===== config.mk =====
export PLATFORM = sky130hd
export DESIGN_NAME = window_count_intersection_detector_top
export DESIGN_NICKNAME = d
export VERILOG_FILES = /design/src/sv/wcid_pkg.sv /design/src/sv/wcid_lane.sv /design/src/sv/wcid_merge.sv /design/src/sv/window_count_intersection_detector_top.sv
export SDC_FILE = /design/constraint.sdc
export NUM_CORES = 1
export LEC_CHECK = 0
export BUFFER_PORTS_ARGS = -buffer_cell sky130_fd_sc_hd__buf_4
export CAP_MARGIN = 20
export CORE_MARGIN = 4
export CORE_UTILIZATION = 30
export DETAILED_ROUTE_END_ITERATION = 7
export GPL_TIMING_DRIVEN = 0
export REMOVE_ABC_BUFFERS = 1
export SLEW_MARGIN = 10
export SYNTH_ARGS = -nofsm -noshare
export SYNTH_HDL_FRONTEND = slang
export SYNTH_SLANG_ARGS = --single-unit

===== constraint.sdc =====
create_clock -name clk -period 4.6 [get_ports clk]
set_input_delay 0 -clock clk [delete_from_list [all_inputs] [get_ports clk]]
set_output_delay 0 -clock clk [all_outputs]
set_load 0.1 [all_outputs]

===== src/sv/wcid_pkg.sv =====
// Package for the window count intersection detector.
// Holds shared constants, register index codes and the lane result type.
// No dependencies.
package wcid_pkg;

  localparam int WCID_WINDOW_LEN = 16;
  localparam int TIME_W          = 32;
  localparam int THR_W           = 5;
  localparam int LOCK_W          = 16;
  localparam int TOTAL_W         = 16;
  localparam int ONES_W          = 5;
  localparam int CFG_IDX_W       = 2;
  localparam int CFG_DATA_W      = 16;

  localparam logic [THR_W-1:0]  THR_RESET  = 5'd8;
  localparam logic [LOCK_W-1:0] LOCK_RESET = 16'd500;

  typedef enum logic [CFG_IDX_W-1:0] {
    REG_COUNT_THRESHOLD = 2'd0,
    REG_LOCKOUT_TIME    = 2'd1
  } cfg_reg_t;

  typedef struct packed {
    logic               found;
    logic [TOTAL_W-1:0] total;
    logic [ONES_W-1:0]  ones;
  } lane_res_t;

endpackage


===== src/sv/wcid_lane.sv =====
// One sensor lane: gated sliding window, ones count, lockout and total.
// Depends on wcid_pkg.
module wcid_lane #(
  parameter int WINDOW_LEN = wcid_pkg::WCID_WINDOW_LEN
) (
  input  logic                        clk,
  input  logic                        rst_n,
  input  logic                        adv,
  input  logic [wcid_pkg::TIME_W-1:0] now_time,
  input  logic                        line,
  input  logic [wcid_pkg::THR_W-1:0]  threshold,
  input  logic [wcid_pkg::LOCK_W-1:0] lockout,
  output wcid_pkg::lane_res_t         res
);
  import wcid_pkg::*;

  localparam int CNT_W = $clog2(WINDOW_LEN + 1);
  localparam int CMP_W = (CNT_W > THR_W) ? CNT_W : THR_W;

  logic [WINDOW_LEN-1:0] win_r, win_nxt;
  logic [CNT_W-1:0]      cnt_r, cnt_nxt;
  logic                  armed_r, armed_nxt;
  logic [TIME_W-1:0]     mark_r, mark_nxt;
  logic [TOTAL_W-1:0]    seen_r, seen_nxt;

  logic                  gated;
  logic [CNT_W-1:0]      cnt_upd;
  logic [TIME_W-1:0]     elapsed;
  logic                  rearm;
  logic                  hit;

  always_comb begin
    gated   = armed_r & line;
    cnt_upd = cnt_r + CNT_W'(gated) - CNT_W'(win_r[WINDOW_LEN-1]);
    elapsed = now_time - mark_r;
    rearm   = elapsed > TIME_W'(lockout);
    hit     = CMP_W'(cnt_upd) == CMP_W'(threshold);
    if (hit) begin
      win_nxt   = '0;
      cnt_nxt   = '0;
      armed_nxt = 1'b0;
      mark_nxt  = now_time;
      seen_nxt  = seen_r + TOTAL_W'(1);
    end else begin
      win_nxt   = {win_r[WINDOW_LEN-2:0], gated};
      cnt_nxt   = cnt_upd;
      armed_nxt = armed_r | rearm;
      mark_nxt  = mark_r;
      seen_nxt  = seen_r;
    end
    res.found = hit;
    res.total = seen_nxt;
    res.ones  = ONES_W'(CMP_W'(cnt_nxt));
  end

  always_ff @(posedge clk) begin
    if (!rst_n) begin
      win_r   <= '0;
      cnt_r   <= '0;
      armed_r <= 1'b1;
      mark_r  <= '0;
      seen_r  <= '0;
    end else if (adv) begin
      win_r   <= win_nxt;
      cnt_r   <= cnt_nxt;
      armed_r <= armed_nxt;
      mark_r  <= mark_nxt;
      seen_r  <= seen_nxt;
    end
  end

endmodule


===== src/sv/wcid_merge.sv =====
// Merge stage: joins both lane results into one output beat register.
// Depends on wcid_pkg.
module wcid_merge (
  input  logic                clk,
  input  logic                rst_n,
  input  logic                load,
  input  logic                out_ready,
  input  wcid_pkg::lane_res_t left_res,
  input  wcid_pkg::lane_res_t right_res,
  output logic                out_valid,
  output logic                hold,
  output wcid_pkg::lane_res_t left_q,
  output wcid_pkg::lane_res_t right_q
);
  import wcid_pkg::*;

  logic      valid_r, valid_nxt;
  lane_res_t left_r, right_r;

  always_comb begin
    hold      = valid_r & ~out_ready;
    valid_nxt = load | hold;
  end

  always_ff @(posedge clk) begin
    if (!rst_n) begin
      valid_r <= 1'b0;
    end else begin
      valid_r <= valid_nxt;
    end
  end

  always_ff @(posedge clk) begin
    if (load) begin
      left_r  <= left_res;
      right_r <= right_res;
    end
  end

  assign out_valid = valid_r;
  assign left_q    = left_r;
  assign right_q   = right_r;

endmodule


===== src/sv/window_count_intersection_detector_top.sv =====
// Two-lane intersection detector top level: config registers, lanes, merge.
// Accepted beat is output the next cycle; one beat per cycle unless the output stalls.
// The output register frees each cycle its beat is taken, so input and output overlap.
// Reset (rst_n low, synchronous): windows, counts, totals and marks cleared, lanes armed,
// threshold 8, lockout 500, no output beat pending. Depends on wcid_pkg.
module window_count_intersection_detector_top #(
  parameter int WINDOW_LEN = wcid_pkg::WCID_WINDOW_LEN
) (
  input  logic                            clk,
  input  logic                            rst_n,
  input  logic                            cfg_we,
  input  logic [wcid_pkg::CFG_IDX_W-1:0]  cfg_index,
  input  logic [wcid_pkg::CFG_DATA_W-1:0] cfg_wdata,
  input  logic                            in_valid,
  output logic                            in_ready,
  input  logic [wcid_pkg::TIME_W-1:0]     in_now_time,
  input  logic                            in_left_line,
  input  logic                            in_right_line,
  output logic                            out_valid,
  input  logic                            out_ready,
  output logic                            out_left_found,
  output logic                            out_right_found,
  output logic [wcid_pkg::TOTAL_W-1:0]    out_left_total,
  output logic [wcid_pkg::TOTAL_W-1:0]    out_right_total,
  output logic [wcid_pkg::ONES_W-1:0]     out_left_ones,
  output logic [wcid_pkg::ONES_W-1:0]     out_right_ones
);
  import wcid_pkg::*;

  logic [THR_W-1:0]  thr_r;
  logic [LOCK_W-1:0] lock_r;
  logic              adv;
  logic              hold;
  lane_res_t         left_res, right_res, left_q, right_q;

  always_ff @(posedge clk) begin
    if (!rst_n) begin
      thr_r  <= THR_RESET;
      lock_r <= LOCK_RESET;
    end else if (cfg_we) begin
      unique case (cfg_index)
        REG_COUNT_THRESHOLD: thr_r  <= cfg_wdata[THR_W-1:0];
        REG_LOCKOUT_TIME:    lock_r <= cfg_wdata[LOCK_W-1:0];
        default: ;
      endcase
    end
  end

  assign in_ready = ~hold;
  assign adv      = in_valid & in_ready;

  wcid_lane #(.WINDOW_LEN(WINDOW_LEN)) u_left (
    .clk       (clk),
    .rst_n     (rst_n),
    .adv       (adv),
    .now_time  (in_now_time),
    .line      (in_left_line),
    .threshold (thr_r),
    .lockout   (lock_r),
    .res       (left_res)
  );

  wcid_lane #(.WINDOW_LEN(WINDOW_LEN)) u_right (
    .clk       (clk),
    .rst_n     (rst_n),
    .adv       (adv),
    .now_time  (in_now_time),
    .line      (in_right_line),
    .threshold (thr_r),
    .lockout   (lock_r),
    .res       (right_res)
  );

  wcid_merge u_merge (
    .clk       (clk),
    .rst_n     (rst_n),
    .load      (adv),
    .out_ready (out_ready),
    .left_res  (left_res),
    .right_res (right_res),
    .out_valid (out_valid),
    .hold      (hold),
    .left_q    (left_q),
    .right_q   (right_q)
  );

  assign out_left_found  = left_q.found;
  assign out_right_found = right_q.found;
  assign out_left_total  = left_q.total;
  assign out_right_total = right_q.total;
  assign out_left_ones   = left_q.ones;
  assign out_right_ones  = right_q.ones;

  a_accept_gives_beat: assert property (@(posedge clk) disable iff (!rst_n)
    in_valid && in_ready |=> out_valid)
    else $error("accepted beat did not reach the output");

  a_left_found_clears: assert property (@(posedge clk) disable iff (!rst_n)
    out_valid && out_left_found |-> out_left_ones == '0)
    else $error("left detection left ones in window");

  a_right_found_clears: assert property (@(posedge clk) disable iff (!rst_n)
    out_valid && out_right_found |-> out_right_ones == '0)
    else $error("right detection left ones in window");

  a_reset_empty: assert property (@(posedge clk)
    !rst_n |=> !out_valid)
    else $error("output beat pending after reset");

endmodule

==> results by group <==
Clock network
  – Worst-skew pair later-pin latency: 530 ps
  – Longest Clk Path Bufs: 3
  – Worst-path clk slew: 60 ps
  – CTS root buf: clkbuf_16
  – Clock sinks: 206
  – Num CTS Buffers: 25
  – H-tree depth: 1
  – TritonCTS clock tree: yes

Final layout
  – Fin cells: 2288
  – Fin nets: 1897
  – Synth-to-layout area growth: 21.6%
  – Ratio of cells with drive above 1 in the final layout: 10.1%
  – Util after Layout: 37.1%
  – Antenna cells: 0
  – Finished Cell Area: 0.0156 mm2

Synthesis
  – EDFF count, synth: 44
  – Synthesis Warnings: 0
  – Count leader, synth: nand2_1
  – Yosys reg bits: 206
  – Avg Cell Area, Syn: 8.00 um2
  – Sequential area share after synthesis: 35.5%
  – Area of the mapped netlist: 0.0129 mm2
  – Synth top area share: 25.2%
  – Gate Count Post-Synth: 1607
  – Synth Flop Type: dfxtp_1
  – Ranking of synthesized cells by area: dfxtp_1, ha_1, edfxtp_1
  – Synth cell types: 72
  – Yosys top cell by area: dfxtp_1
  – Post-synth ARST share: 0%
  – Commonest cells in the synthesized netlist: nand2_1, a21oi_1, dfxtp_1

Critical path
  – Critical Path RT: 5060 ps
  – Setup CP Type: register to register
  – Most used cell, CP: ha_1
  – Crit path largest cell delay: 600 ps
  – CP Max Fanout: 3
  – Critical path cell sequence: ha_1 > fa_1 > nor2b_2 > o2111a_1 > o211ai_1 > a21oi_2 > nor2_1 > xnor2_1 > ha_1 > nand4_1 > or4_4 > a21oi_1 > nor3_1 > o21bai_4 > and4_1 > o2111ai_1 > nor4_2 > a31oi_1
  – Arr. time, crit path: 4780 ps
  – CP max-delay cell: or4_4
  – CP endpoint kind: register
  – CP Buf/Inv Count: 0
  – Top delay family on crit path: simple AND/OR/NAND/NOR gates
  – Startpoint Class: register

STA
  – PnR worst setup slack: 281 ps
  – Setup tns final: 0 ps
  – Final setup viols: 0
  – Final period util: 93.9%
  – Fmax: 0.232 GHz
  – Final Hold Fails: 0
  – Final Max Slew Viols: 0
  – Worst clock skew: 7.83 ps
  – Worst slew margin relative to its limit: 41.0%
  – Shortest period the worst path allows: 4320 ps
  – RSZ-0062 raised after global routing: no
  – Worst Tran Pin Value: 885 ps

Place
  – Detailed placer's ending HPWL: 24700 um
  – Place WS: -165 ps
  – Area post-placement: 0.0141 mm2
  – RePlAce Congestion: 0.870
  – PortBufs: 102
  – Placed cell count: 2178

GRT
  – Grt ovf: 0
  – Vias in the first global route: 11101
  – Largest net degree at the start of global routing: 106
  – GRT Util Overall: 13.9%
  – First-pass GRT wire length: 54900 um
  – Initial antenna violation count: 0

Die
  – Die area: 0.0462 mm2
  – Die Ht: 215 um
  – Initial Util: 30.5%
  – Io pins: 103
  – Die width: 215 um
  – # rows: 75
  – Core box area: 0.0421 mm2

Detailed routing
  – Initial drt markers: 639
  – Total Routed Length: 33200 um
  – DR pass1 iterations: 5
  – Avg WL per Cell: 14.5 um
  – Drt via density: 4.98
  – Post-route ant nets: 0
  – Drt drc: 0
  – Vias: 11394

Outcome
  – Status: completed

Hold path
  – Worst hold path type: primary input to register

Power
  – VDD IR max: 0.219 mV
  – P_leak: 5.81 nW
  – Power Density: 338 mW/mm2

Run
  – Total of max-cap violations: 0
worst paths after layout:
kind	slack [ps]	end	startpoint	cells after the start
setup / recovery	280	u_left.armed_r	u_left.mark_r[0]	18
hold / removal	20	u_right.win_r[0]	in_right_line	4
setup reg to reg	280	u_left.armed_r	u_left.mark_r[0]	18
hold reg to reg	450	u_left.win_r[11]	u_left.win_r[11]	2
worst register-to-register path: cells and delay by family (launching register included):
kind                     cells  cell delay (ps)
AO/OA/AOI/OAI                7             1370
adder cells (fa/ha/maj)      3              970
XOR/XNOR                     1              180
flip-flops                   1              320
AND/OR/NAND/NOR              7             1400
per-layer routing:
metal / track usage [%] / wire, um / share of wire [%] / vias to the layer above
met4: 4.14 / 917 / 2.8 / 0
met1: 18.6 / 15500 / 47 / 5281
li1: - / - / - / 5830
met3: 2.19 / 1560 / 4.7 / 56
met5: 0 / 0 / 0 / -
met2: 23.1 / 15200 / 46 / 227
area by class of cell:
cell class	count	area, um2
clock buffers	39	728
fillers	4279	26500
multi-input cells	1216	7660
well taps	539	674
inverters	112	432
flip-flops and latches	206	4560
clock inverters	7	100
repair buffers	169	1470
power breakdown:
part,switching (mW),internal [mW]
clock,0.767,1.20
sequential,0.0338,1.93
combinational,0.876,0.477
total,1.68,3.60
kinds of logic after synthesis:
kind of cell               after synthesis  share of synthesized area (%)
AOI/OAI and AO/OA                      399                           18.5
and+or+nand+nor                        588                           20.9
xor gates and xnor gates               105                           7.59
adders and majority gates              110                           10.9
muxes                                   14                           1.12
DFF                                    206                           35.5
buffers and inverters                  185                           5.44
flip-flops by register name (all words and copies together) (netlist names):
| signal | flops |
|---|---|
| lock_r | 16 |
| thr_r | 5 |
| u_left.armed_r | 1 |
| u_left.cnt_r | 5 |
| u_left.mark_r | 32 |
| u_left.seen_r | 16 |
| u_left.win_r | 16 |
| u_merge.left_q | 22 |
| u_merge.out_valid | 1 |
| u_merge.right_q | 22 |
| u_right.armed_r | 1 |
| u_right.cnt_r | 5 |
| u_right.mark_r | 32 |
| u_right.seen_r | 16 |
| u_right.win_r | 16 |
layout by cell type (no fill, tap or decap), types with 11 or more instances in the layout:
cell,synthesis,layout
o21ai_0,53,53
nand4_1,23,23
and2_1,13,13
dlygate4sd3_1,0,63
a211oi_1,17,17
xor2_1,36,36
clkbuf_16,0,25
nor2_1,81,79
edfxtp_1,44,44
nand2b_1,16,16
buf_4,0,103
nand2_1,291,289
o21a_1,13,13
o211ai_1,17,17
a21oi_1,212,210
xnor2_1,65,65
and3_1,12,12
dfxtp_1,162,162
nor3_1,24,23
or3_1,17,17
ha_1,106,106
mux2i_1,11,11
nand3_1,68,67
inv_1,109,108
nor2b_1,12,11
a21o_1,26,26
metrics by stage:
step	hold slack (ps)	power, mW
after floorplan	88.9	2.94
after global placement	233	3.27
after detailed placement	239	3.29
after CTS	8.51	5.34
after global routing	6.51	5.55
final	21.6	5.28
what timing repair did:
item                                   4_1_cts  5_1_grt
hold buffers                                63        0
buffers inserted                             0        1
pin swaps                                    0        2
endpoints found under the hold margin       87        0
setup endpoints to repair                    5        3
resized for setup                            2        8
Note: power is estimated with default switching activity, not from simulation.
